[config.mk]
export PLATFORM = sky130hd
export DESIGN_NAME = swap_slot_bitmap_allocator
export DESIGN_NICKNAME = d
export VERILOG_FILES = /design/src/rtl/ssba_pkg.sv /design/src/rtl/ssba_ram.sv /design/src/rtl/swap_slot_bitmap_allocator.sv
export SDC_FILE = /design/constraint.sdc
export NUM_CORES = 2
export LEC_CHECK = 0
export ABC_AREA = 0
export BUFFER_PORTS_ARGS = -buffer_cell sky130_fd_sc_hd__buf_2
export CAP_MARGIN = 40
export CORE_UTILIZATION = 40
export DETAILED_ROUTE_END_ITERATION = 6
export GPL_ROUTABILITY_DRIVEN = 1
export GPL_TIMING_DRIVEN = 0
export PLACE_DENSITY_LB_ADDON = 0.25
export SYNTH_ARGS = -nofsm -noshare
export SYNTH_HDL_FRONTEND = slang
export SYNTH_SLANG_ARGS = --single-unit
[constraint.sdc]
create_clock -name clk_i -period 7.56 [get_ports clk_i]
set_input_delay 0.756 -clock clk_i [delete_from_list [all_inputs] [get_ports clk_i]]
set_output_delay 0.756 -clock clk_i [all_outputs]
set_load 0.1 [all_outputs]
[src/rtl/ssba_pkg.sv]
// ----------------------------------------------------------------------------
// ssba_pkg
// Shared constants and codes for the swap slot bitmap allocator.
// ----------------------------------------------------------------------------
package ssba_pkg;

  // Geometry of the slot bitmap.
  localparam int MAX_SLOTS        = 1024;
  localparam int SECTORS_PER_SLOT = 8;
  localparam int WORD_W           = 32;
  localparam int WORDS            = MAX_SLOTS / WORD_W;
  localparam int WADDR_W          = $clog2(WORDS);
  localparam int BIT_W            = $clog2(WORD_W);
  localparam int SLOT_W           = $clog2(MAX_SLOTS);
  localparam int SPS_SHIFT        = $clog2(SECTORS_PER_SLOT);

  // Field and register widths.
  localparam int SECTOR_W = 13;
  localparam int CNT_W    = 11;
  localparam int STATUS_W = 2;
  localparam int DATA_W   = 32;
  localparam int PADDR_W  = 3;

  localparam logic [CNT_W-1:0] SLOT_COUNT_RESET = CNT_W'(1024);

  // Register index of slot_count within the register map.
  localparam logic REG_SLOT_COUNT = 1'b0;

  // Operation codes.
  localparam logic OP_ALLOC = 1'b0;
  localparam logic OP_FREE  = 1'b1;

  // Status codes.
  localparam logic [STATUS_W-1:0] ST_OK       = 2'd0;
  localparam logic [STATUS_W-1:0] ST_FULL     = 2'd1;
  localparam logic [STATUS_W-1:0] ST_BAD_FREE = 2'd2;

endpackage

[src/rtl/ssba_ram.sv]
// ----------------------------------------------------------------------------
// ssba_ram
// Generic single-clock RAM with one write port and one registered read port.
// ----------------------------------------------------------------------------
module ssba_ram #(
  parameter int WIDTH = 32,
  parameter int DEPTH = 32
) (
  input  logic                     clk_i,
  input  logic                     we_i,
  input  logic [$clog2(DEPTH)-1:0] waddr_i,
  input  logic [WIDTH-1:0]         wdata_i,
  input  logic                     re_i,
  input  logic [$clog2(DEPTH)-1:0] raddr_i,
  output logic [WIDTH-1:0]         rdata_o
);

  logic [WIDTH-1:0] mem [DEPTH];
  logic [WIDTH-1:0] rdata_q;

  // Write port and registered read port.
  always_ff @(posedge clk_i) begin
    if (we_i) begin
      mem[waddr_i] <= wdata_i;
    end
    if (re_i) begin
      rdata_q <= mem[raddr_i];
    end
  end

  assign rdata_o = rdata_q;

endmodule

[src/rtl/swap_slot_bitmap_allocator.sv]
// ----------------------------------------------------------------------------
// swap_slot_bitmap_allocator
// First-fit allocator over a bitmap of swap slots, one used bit per slot.
//
//   Channel  Direction  Beat contents             Handshake
//   in       input      op_i, sector_i            in_valid_i / in_stall_o
//   out      output     status_o, alloc_sector_o  out_valid_o / out_stall_i
//   config   input      slot_count at address 0   APB (psel, penable, ...)
//
// An item passes in order through accept and word read, evaluate and write
// back, then the load of the output register. The registered read of the
// bitmap word memory is why these steps are separate. A summary of full words
// in flip-flops picks the word to read, so allocation never scans the memory.
// Reset clears the summary and the per-word valid bits at once; no clearing pass is needed.
// A stalled output holds the third step until the result register is free.
// ----------------------------------------------------------------------------
module swap_slot_bitmap_allocator
  import ssba_pkg::*;
(
  input  logic                clk_i,
  input  logic                rst_ni,
  // Request channel.
  input  logic                in_valid_i,
  output logic                in_stall_o,
  input  logic                op_i,
  input  logic [SECTOR_W-1:0] sector_i,
  // Result channel.
  output logic                out_valid_o,
  input  logic                out_stall_i,
  output logic [STATUS_W-1:0] status_o,
  output logic [SECTOR_W-1:0] alloc_sector_o,
  // Configuration port.
  input  logic                psel,
  input  logic                penable,
  input  logic                pwrite,
  input  logic [PADDR_W-1:0]  paddr,
  input  logic [DATA_W-1:0]   pwdata,
  output logic [DATA_W-1:0]   prdata,
  output logic                pready
);

  typedef enum logic [1:0] {
    S_IDLE,
    S_EVAL,
    S_RESP
  } state_e;

  state_e               state_q, state_d;
  logic [CNT_W-1:0]     slot_count_q;
  logic [CNT_W-1:0]     limit;
  logic [WORDS-1:0]     full_q, vld_q;
  logic                 op_q;
  logic [WADDR_W-1:0]   waddr_q;
  logic [BIT_W-1:0]     bit_q;
  logic                 in_range_q;
  logic                 none_q;
  logic [STATUS_W-1:0]  res_status_q, res_status_d;
  logic [SECTOR_W-1:0]  res_sector_q, res_sector_d;
  logic                 out_valid_q;
  logic [STATUS_W-1:0]  out_status_q;
  logic [SECTOR_W-1:0]  out_sector_q;

  logic                 in_accept;
  logic                 out_free;
  logic [WADDR_W-1:0]   alloc_word;
  logic [SECTOR_W-1:0]  free_slot;
  logic [WADDR_W-1:0]   acc_waddr;
  logic                 acc_in_range;
  logic [WORD_W-1:0]    ram_rdata;
  logic [WORD_W-1:0]    word;
  logic [BIT_W-1:0]     zero_bit;
  logic [SLOT_W-1:0]    alloc_slot;
  logic                 alloc_ok, free_ok;
  logic                 ram_we;
  logic [WORD_W-1:0]    ram_wdata;
  logic                 cfg_write;

  // Handshakes.
  assign in_stall_o = (state_q != S_IDLE);
  assign in_accept  = in_valid_i && !in_stall_o;
  assign out_free   = !out_valid_q || !out_stall_i;

  // Configuration register; the effective count is capped at the slot total.
  assign pready    = 1'b1;
  assign cfg_write = psel && penable && pwrite && (paddr[2] == REG_SLOT_COUNT);
  assign prdata    = (paddr[2] == REG_SLOT_COUNT) ? DATA_W'(slot_count_q) : '0;
  assign limit     = (slot_count_q > CNT_W'(MAX_SLOTS)) ? CNT_W'(MAX_SLOTS) : slot_count_q;

  always_ff @(posedge clk_i or negedge rst_ni) begin
    if (!rst_ni) begin
      slot_count_q <= SLOT_COUNT_RESET;
    end else if (cfg_write) begin
      slot_count_q <= pwdata[CNT_W-1:0];
    end
  end

  // Lowest word that still has a free bit, taken from the full summary.
  always_comb begin
    alloc_word = '0;
    for (int i = WORDS - 1; i >= 0; i--) begin
      if (!full_q[i]) begin
        alloc_word = WADDR_W'(i);
      end
    end
  end

  // Slot addressed by a free request, and the word to read at accept.
  assign free_slot    = sector_i >> SPS_SHIFT;
  assign acc_in_range = free_slot < SECTOR_W'(limit);
  assign acc_waddr    = (op_i == OP_FREE) ? free_slot[SLOT_W-1:BIT_W] : alloc_word;

  ssba_ram #(
    .WIDTH (WORD_W),
    .DEPTH (WORDS)
  ) u_bitmap_ram (
    .clk_i   (clk_i),
    .we_i    (ram_we),
    .waddr_i (waddr_q),
    .wdata_i (ram_wdata),
    .re_i    (in_accept),
    .raddr_i (acc_waddr),
    .rdata_o (ram_rdata)
  );

  // A word never written reads as all free.
  assign word = vld_q[waddr_q] ? ram_rdata : '0;

  // Lowest free bit in the word that was read.
  always_comb begin
    zero_bit = '0;
    for (int i = WORD_W - 1; i >= 0; i--) begin
      if (!word[i]) begin
        zero_bit = BIT_W'(i);
      end
    end
  end

  assign alloc_slot = {waddr_q, zero_bit};
  assign alloc_ok   = !none_q && (CNT_W'(alloc_slot) < limit);
  assign free_ok    = in_range_q && word[bit_q];

  // Read-modify-write of the bitmap word.
  always_comb begin
    ram_we       = 1'b0;
    ram_wdata    = word;
    res_status_d = res_status_q;
    res_sector_d = res_sector_q;
    if (state_q == S_EVAL) begin
      res_sector_d = '0;
      if (op_q == OP_ALLOC) begin
        if (alloc_ok) begin
          ram_we       = 1'b1;
          ram_wdata    = word | (WORD_W'(1) << zero_bit);
          res_status_d = ST_OK;
          res_sector_d = SECTOR_W'(32'(alloc_slot) * SECTORS_PER_SLOT);
        end else begin
          res_status_d = ST_FULL;
        end
      end else begin
        if (free_ok) begin
          ram_we       = 1'b1;
          ram_wdata    = word & ~(WORD_W'(1) << bit_q);
          res_status_d = ST_OK;
        end else begin
          res_status_d = ST_BAD_FREE;
        end
      end
    end
  end

  // Full summary and written-word flags follow every write back.
  always_ff @(posedge clk_i or negedge rst_ni) begin
    if (!rst_ni) begin
      full_q <= '0;
      vld_q  <= '0;
    end else if (ram_we) begin
      full_q[waddr_q] <= &ram_wdata;
      vld_q[waddr_q]  <= 1'b1;
    end
  end

  // Sequencer next state.
  always_comb begin
    state_d = state_q;
    unique case (state_q)
      S_IDLE: if (in_accept) state_d = S_EVAL;
      S_EVAL: state_d = S_RESP;
      S_RESP: if (out_free) state_d = S_IDLE;
      default: state_d = S_IDLE;
    endcase
  end

  // Sequencer state, request capture and output register.
  always_ff @(posedge clk_i or negedge rst_ni) begin
    if (!rst_ni) begin
      state_q      <= S_IDLE;
      out_valid_q  <= 1'b0;
      op_q         <= OP_ALLOC;
      waddr_q      <= '0;
      bit_q        <= '0;
      in_range_q   <= 1'b0;
      none_q       <= 1'b0;
      res_status_q <= ST_OK;
      res_sector_q <= '0;
      out_status_q <= ST_OK;
      out_sector_q <= '0;
    end else begin
      state_q      <= state_d;
      res_status_q <= res_status_d;
      res_sector_q <= res_sector_d;
      if (in_accept) begin
        op_q       <= op_i;
        waddr_q    <= acc_waddr;
        bit_q      <= free_slot[BIT_W-1:0];
        in_range_q <= acc_in_range;
        none_q     <= &full_q;
      end
      if (state_q == S_RESP && out_free) begin
        out_valid_q  <= 1'b1;
        out_status_q <= res_status_q;
        out_sector_q <= res_sector_q;
      end else if (!out_stall_i) begin
        out_valid_q <= 1'b0;
      end
    end
  end

  assign out_valid_o    = out_valid_q;
  assign status_o       = out_status_q;
  assign alloc_sector_o = out_sector_q;

endmodule

# After elaboration in Yosys (flattened, before gate mapping)
# Memories as Yosys holds them, arrays and structs flattened. A register that Yosys moved wholly into a read port is not among the register bits.
# Index checks and enable logic that the tools add are counted.
# Widths: inputs -> output; s select.
[totals] n_memories=1 ram_bits=1024 regBits=121 wordCells=146
[classes] mux=95 reduce_logical=18 shifts=2 eq_ne=5 magnitude_cmp=6 bitwise_logic=5
[mem_list] memory="u_bitmap_ram.mem" depth=32 word_bits=32 rd=1 rd_ports_with_merged_regs=1 write_ports=1 line_no="ssba_ram.sv:18" rtl="logic [WIDTH-1:0] mem [DEPTH];"
[op_table] op="$mux 5" n=65
[op_table] op="$mux 32" n=5
[op_table] op="$or 32x32->32" n=2
[op_table] op="$reduce_and 32->1" n=2
[op_table] op="$shl 1x5->32 const A" n=2
[op_table] op="$and 32x32->32" n=1
[op_table] op="$bwmux 32" n=1
[op_table] op="$not 32->32" n=1
[op_table] op="$mux 13" n=2
[op_table] op="$lt 10x11->1" n=2
[op_table] op="$mux 11" n=2
[op_table] op="$lt 5x6->1 const B" n=2
[op_table] op="$mux 1" n=12
[op_table] op="$gt 11x11->1 const B" n=1
[op_table] op="$bmux 1 s5" n=2
[op_table] op="$logic_and 1x1->1" n=8
[op_table] op="$mux 2" n=4
[op_table] op="$pmux 2 s3" n=1
[op_table] op="$demux 1 s5" n=1
[op_table] op="$ge 5x1->1 const B" n=1
[op_table] op="$logic_not 1->1" n=4
[op_table] op="$ne 2x2->1 const B" n=2
[op_table] op="$eq 2x1->1 const B" n=1
[op_table] op="$eq 2x2->1 const B" n=1
[op_table] op="other kinds (6)" n=6

# Logic depth before layout (Yosys ltp)
[logic_depth] depth_word=42 ltp_mapped=25 mapped_depth_nobuf=17

# By module
# From an unflattened synthesis, not the netlist that was laid out.
[hier_totals] hier_cells=3126 area_unflattened_um2=48805.6
[by_module_without_submodules] mod="ssba_ram" cells_each=2260 area_per_inst_um2=40805.4 instances=1
[by_module_without_submodules] mod="swap_slot_bitmap_allocator" cells_each=866 area_per_inst_um2=8000.2 instances=1

# Worst setup path before layout
# Ideal clock, no wire load.
[synth_timing] path_kind="register -> register" from="register waddr_q[0]" to="register full_q[13]" period_less_slack_ps=7699 path_stages_with_launch=22 setup_ps=102 t_arrival_ps=7597 path_slack_ps=-139 n_path_buf=6 path_cell_list="dfrtp_1 > buf_2 > mux2i_1 > o22ai_1 > or4_4 > mux2_4 > buf_6 > buf_4 > buf_2 > nand2_1 > inv_1 > ha_1 > a211oi_1 > o21ai_0 > o21ai_0 > o211a_1 > buf_2 > a21oi_2 > buf_6 > nor4b_1 > nand3_1 > o22ai_1"
[synth_between] elab_chain_len=42 word_cells_on_any_way=58
[synth_lines] element="start: declaration" line_no="swap_slot_bitmap_allocator.sv:53" rtl="logic [WADDR_W-1:0] waddr_q;"
[synth_lines] element="start signal: assignment" line_no="swap_slot_bitmap_allocator.sv:213" rtl="waddr_q <= acc_waddr;"
[synth_lines] element="$bmux 1 s5" line_no="swap_slot_bitmap_allocator.sv:126" rtl="assign word = vld_q[waddr_q] ? ram_rdata : '0;"
[synth_lines] element="$mux 1 (implied by the code)" line_no="swap_slot_bitmap_allocator.sv:126"
[synth_lines] element="$mux 32" line_no="swap_slot_bitmap_allocator.sv:126"
[synth_lines] element="$mux 5 (32 in series)" line_no="swap_slot_bitmap_allocator.sv:132" rtl="if (!word[i]) begin"
[synth_lines] element="$lt 10x11->1 / $shl 1x5->32 (equally long branches)" line_no="swap_slot_bitmap_allocator.sv:139, swap_slot_bitmap_allocator.sv:153"
[synth_lines] element="$logic_and 1x1->1 / $or 32x32->32 (equally long branches)" line_no="swap_slot_bitmap_allocator.sv:139, swap_slot_bitmap_allocator.sv:153"
[synth_lines] element="$mux 32" line_no="swap_slot_bitmap_allocator.sv:151" rtl="if (alloc_ok) begin"
[synth_lines] element="$mux 32" line_no="swap_slot_bitmap_allocator.sv:150" rtl="if (op_q == OP_ALLOC) begin"
[synth_lines] element="$mux 32" line_no="swap_slot_bitmap_allocator.sv:148" rtl="if (state_q == S_EVAL) begin"
[synth_lines] element="$reduce_and 32->1" line_no="swap_slot_bitmap_allocator.sv:177" rtl="full_q[waddr_q] <= &ram_wdata;"
[synth_lines] element="$bwmux 32" line_no="swap_slot_bitmap_allocator.sv:177"
[synth_lines] element="end signal: indexed assignment" line_no="swap_slot_bitmap_allocator.sv:177"
[synth_lines] element="end: declaration" line_no="swap_slot_bitmap_allocator.sv:51" rtl="logic [WORDS-1:0] full_q, vld_q;"
# Parallel ways exist; a longest one is shown, timed or not. The select of a mux whose other input is x is not followed.
# A chain may end at the register's enable or synchronous reset.

# Worst setup path in the final report
[layout_timing] from="register waddr_q[0]" to="memory u_bitmap_ram.mem[15][18] (enable)"
[layout_between] elab_chain_len=42 word_cells_on_any_way=46
[layout_lines] element="$bmux 1 s5" line_no="swap_slot_bitmap_allocator.sv:126"
[layout_lines] element="$mux 1 (implied by the code)" line_no="swap_slot_bitmap_allocator.sv:126"
[layout_lines] element="$mux 32" line_no="swap_slot_bitmap_allocator.sv:126"
[layout_lines] element="$mux 5 (32 in series)" line_no="swap_slot_bitmap_allocator.sv:132"
[layout_lines] element="$lt 10x11->1" line_no="swap_slot_bitmap_allocator.sv:139" rtl="assign alloc_ok = !none_q && (CNT_W'(alloc_slot) < limit);"
[layout_lines] element="$logic_and 1x1->1" line_no="swap_slot_bitmap_allocator.sv:139"
[layout_lines] element="$mux 1" line_no="swap_slot_bitmap_allocator.sv:151"
[layout_lines] element="$mux 1" line_no="swap_slot_bitmap_allocator.sv:150"
[layout_lines] element="$mux 1" line_no="swap_slot_bitmap_allocator.sv:148"
[layout_lines] element="$mux 1" line_no="ssba_ram.sv:23" rtl="if (we_i) begin"
[layout_lines] element="$mux 1 (implied by the code)" line_no="ssba_ram.sv:24" rtl="mem[waddr_i] <= wdata_i;"
[layout_lines] element="end: declaration" line_no="ssba_ram.sv:18"
# Parallel ways exist; a longest one is shown, timed or not. The select of a mux whose other input is x is not followed.

==> reports/metrics.cfg <==
[layout]
drive_gt1_frac=0.165
multi_input_area_um2=13300
layout_commonest_cell=edfxtp_1
final_cell_mix=1056 x edfxtp_1, 397 x nand2_1, 287 x a211oi_1, 188 x clkbuf_1, 183 x mux2i_1
syn_to_final_growth_pct=18.0
seqCellArea_um2=34600
fill_cells=10300
final_nets=3855
postLayoutCoreUtil=0.478

[floorplan]
pin_count=106
dieHeight_um=352
die_w_um=352
dieArea_um2=124000
rows=127
coreArea_um2=121000
start_util=0.405

[worst_setup_path]
cp-startpoint=waddr_q[0]
criticalPathCategory=register to register
worstPathMaxFanout=19
r2r-start=waddr_q[0]
crit_arrival_ps=7210
end_kind=register
critPathLaunchType=register
worstPathRequired_ps=7980

[route]
postRouteWirelength_um=157000
ant_nets=0
drt_iter0_markers=3945
vias=32000
routed_via_density=5.82
post_drt_wl_per_cell_um=28.5
dr.pass1.iters=6
drc=0

[worst_hold_path]
holdCritPathClass=input pin to register
min-delay-start=in_valid_i

[clocking]
cts_resized=0
cts_root_buf=clkbuf_16
path_clk_slew_ps=60
cts_tree=done
cts_sinks=1171
clk_latency_ps=750
cts_buffer_depth=3
postCtsSetupRepairBufs=0
cts_made_buffers=118
htreeDepth=3

[power]
ir_worst_vdd_mv=0.210
intPower_uw=12000
switchingPower_uw=4980
pwr-share-clk=0.342
power_switching_share=0.293
p_leak_uw=0.0200
combPwrFrac=0.188
power_frac_seq=0.470
p_per_area_nw_per_um2=295

[global_routing]
grt_pass1_vias=30400
grt_max_degree=64
antenna_found_initial=13
grt_pass1_wl_um=222000
grt.total_usage=0.252
grt_overflow_total=0

[sta]
fin_crit_sh=0.899
timing.hold.ws_ps=249
setup_violations=0
slew_violations=0
clock_skew_ps=56.5
finalHoldViolCount=0
slew_headroom=0.284
tightest_slew_ps=1060
layout_setup_ws_ps=765
rsz0062_at_grt=false
final.min_clock_period_ps=6800
clock.fmax_mhz=147
setup-tns-final_ps=0

[logic_synthesis]
synthArstFlopShare=0.0982
synth_seq_area_share=0.707
avgSynthCellArea_um2=14.4
syn_area_um2=48900
synth_cells=3405
synth-edff-count=1056
ys_types=83
synth_flop_cell=edfxtp_1
ys_seq_elements=1171
ys.warnings.count=0

[placed_design]
place.gp.congestion=0.934
port_buffers=54
dp_slack_ps=896
dp.final_hpwl_um=113000

[outcome]
status=completed

[run]
drv_cap=0

## cells by family (layout without fill, tap and decap cells)
| group | Yosys count | in the layout | synth area share |
|---|---|---|---|
| flops | 1171 | 1171 | 0.707 |
| simple gates | 876 | 876 | 0.0919 |
| compound gates | 812 | 812 | 0.118 |
| buf+inv | 300 | 756 | 0.0278 |
| mux | 226 | 226 | 0.0500 |
| fa+ha+maj | 18 | 18 | 0.00461 |
| other cells | 2 | 29 | 0.000154 |
## routing by layer
metal	global-route usage	part of all wire	routed length [um]	up-vias
met5	0	0.000083	13	-
met4	0.0930	0.038	5910	2
met3	0.0443	0.094	14700	266
met2	0.392	0.45	70900	1656
met1	0.354	0.42	65100	16100
li1	-	-	-	14000
## sequential cells by signal, indices dropped and copies added, names as in the netlist, 5 cells and up
| register | count |
|---|---|
| u_bitmap_ram.rdata_o | 32 |
| vld_q | 32 |
| u_bitmap_ram.mem | 1024 |
| waddr_q | 5 |
| res_sector_q | 10 |
| full_q | 32 |
| slot_count_q | 11 |
| bit_q | 5 |
| alloc_sector_o | 10 |
## power groups by stage
stage | Combinational [uW] | Clock (uW) | Sequential, uW
after floorplan | 1510 | 0 | 8230
after global placement | 2720 | 0 | 8220
after detailed placement | 3120 | 0 | 8110
after CTS | 3130 | 5870 | 7980
after global routing | 3330 | 6120 | 8010
final | 3190 | 5820 | 7980
## final cells by class
cell class	instances	area share
diodes	4	0.000174
well taps	1612	0.0350
inverters	50	0.00325
repair buffers	233	0.0438
clock inverters	84	0.0128
flip-flops and latches	1171	0.600
multi-input cells	1957	0.231
clock buffers	139	0.0537
plain buffers	250	0.0203
## synthesized netlist by cell type (32+ instances only)
| cell type | n | area share |
|---|---|---|
| dfrtp_1 | 114 | 0.058 |
| a2111oi_0 | 36 | 0.0064 |
| nand2b_1 | 41 | 0.0052 |
| a22oi_1 | 32 | 0.0049 |
| a211oi_1 | 287 | 0.044 |
| a31oi_1 | 100 | 0.013 |
| edfxtp_1 | 1056 | 0.65 |
| mux2i_1 | 183 | 0.037 |
| a21oi_1 | 112 | 0.011 |
| nor2_1 | 36 | 0.0028 |
| nor4_1 | 33 | 0.0042 |
| and2_1 | 154 | 0.020 |
| inv_1 | 50 | 0.0038 |
| clkbuf_1 | 171 | 0.013 |
| o21ai_0 | 79 | 0.0081 |
| or2_2 | 41 | 0.0052 |
| nand2_1 | 398 | 0.031 |
| and2_0 | 37 | 0.0047 |
| o221ai_1 | 34 | 0.0061 |
## critical path, stage by stage (launching register included)
cell,delay (ps)
dfrtp_1,390
buf_2,340
mux2i_1,340
o22ai_1,110
or4_4,540
mux2_4,330
buf_6,170
buf_4,190
buf_2,220
nand2_1,110
inv_1,70
ha_1,310
a211oi_1,190
o21ai_0,110
o21ai_0,150
o211a_1,400
buf_2,310
a21oi_2,120
buf_6,180
nand3b_1,360
clkbuf_1,350
or2_2,440
inv_2,410
buf_12,270
## per-stage QoR
step                power, uW  std cells  cell area (um2)
finish                  17000       5500            57700
global placement        10900       5094            51300
global route            17500       5496            57700
detailed placement      11200       5272            53800
CTS                     17000       5496            57700
floorplan                9740       3428            49000
## repair_timing
item / in CTS / in global routing
hold buffers: 1 / 0
endpoints found under the setup margin: 0 / 0
endpoints found under the hold margin: 51 / 0
## final timing paths
check	end	slack, ps	cells after the start
min in group asynchronous	alloc_sector_o[10]	550	2
worst max register to register	u_bitmap_ram.mem[15][18]	760	23
worst min-delay path	state_q[0]	250	3
max in group asynchronous	full_q[0]	6310	3
worst min register to register	vld_q[6]	460	1
worst max-delay path	u_bitmap_ram.mem[15][18]	760	23
Power figures use the tool's default switching activity.
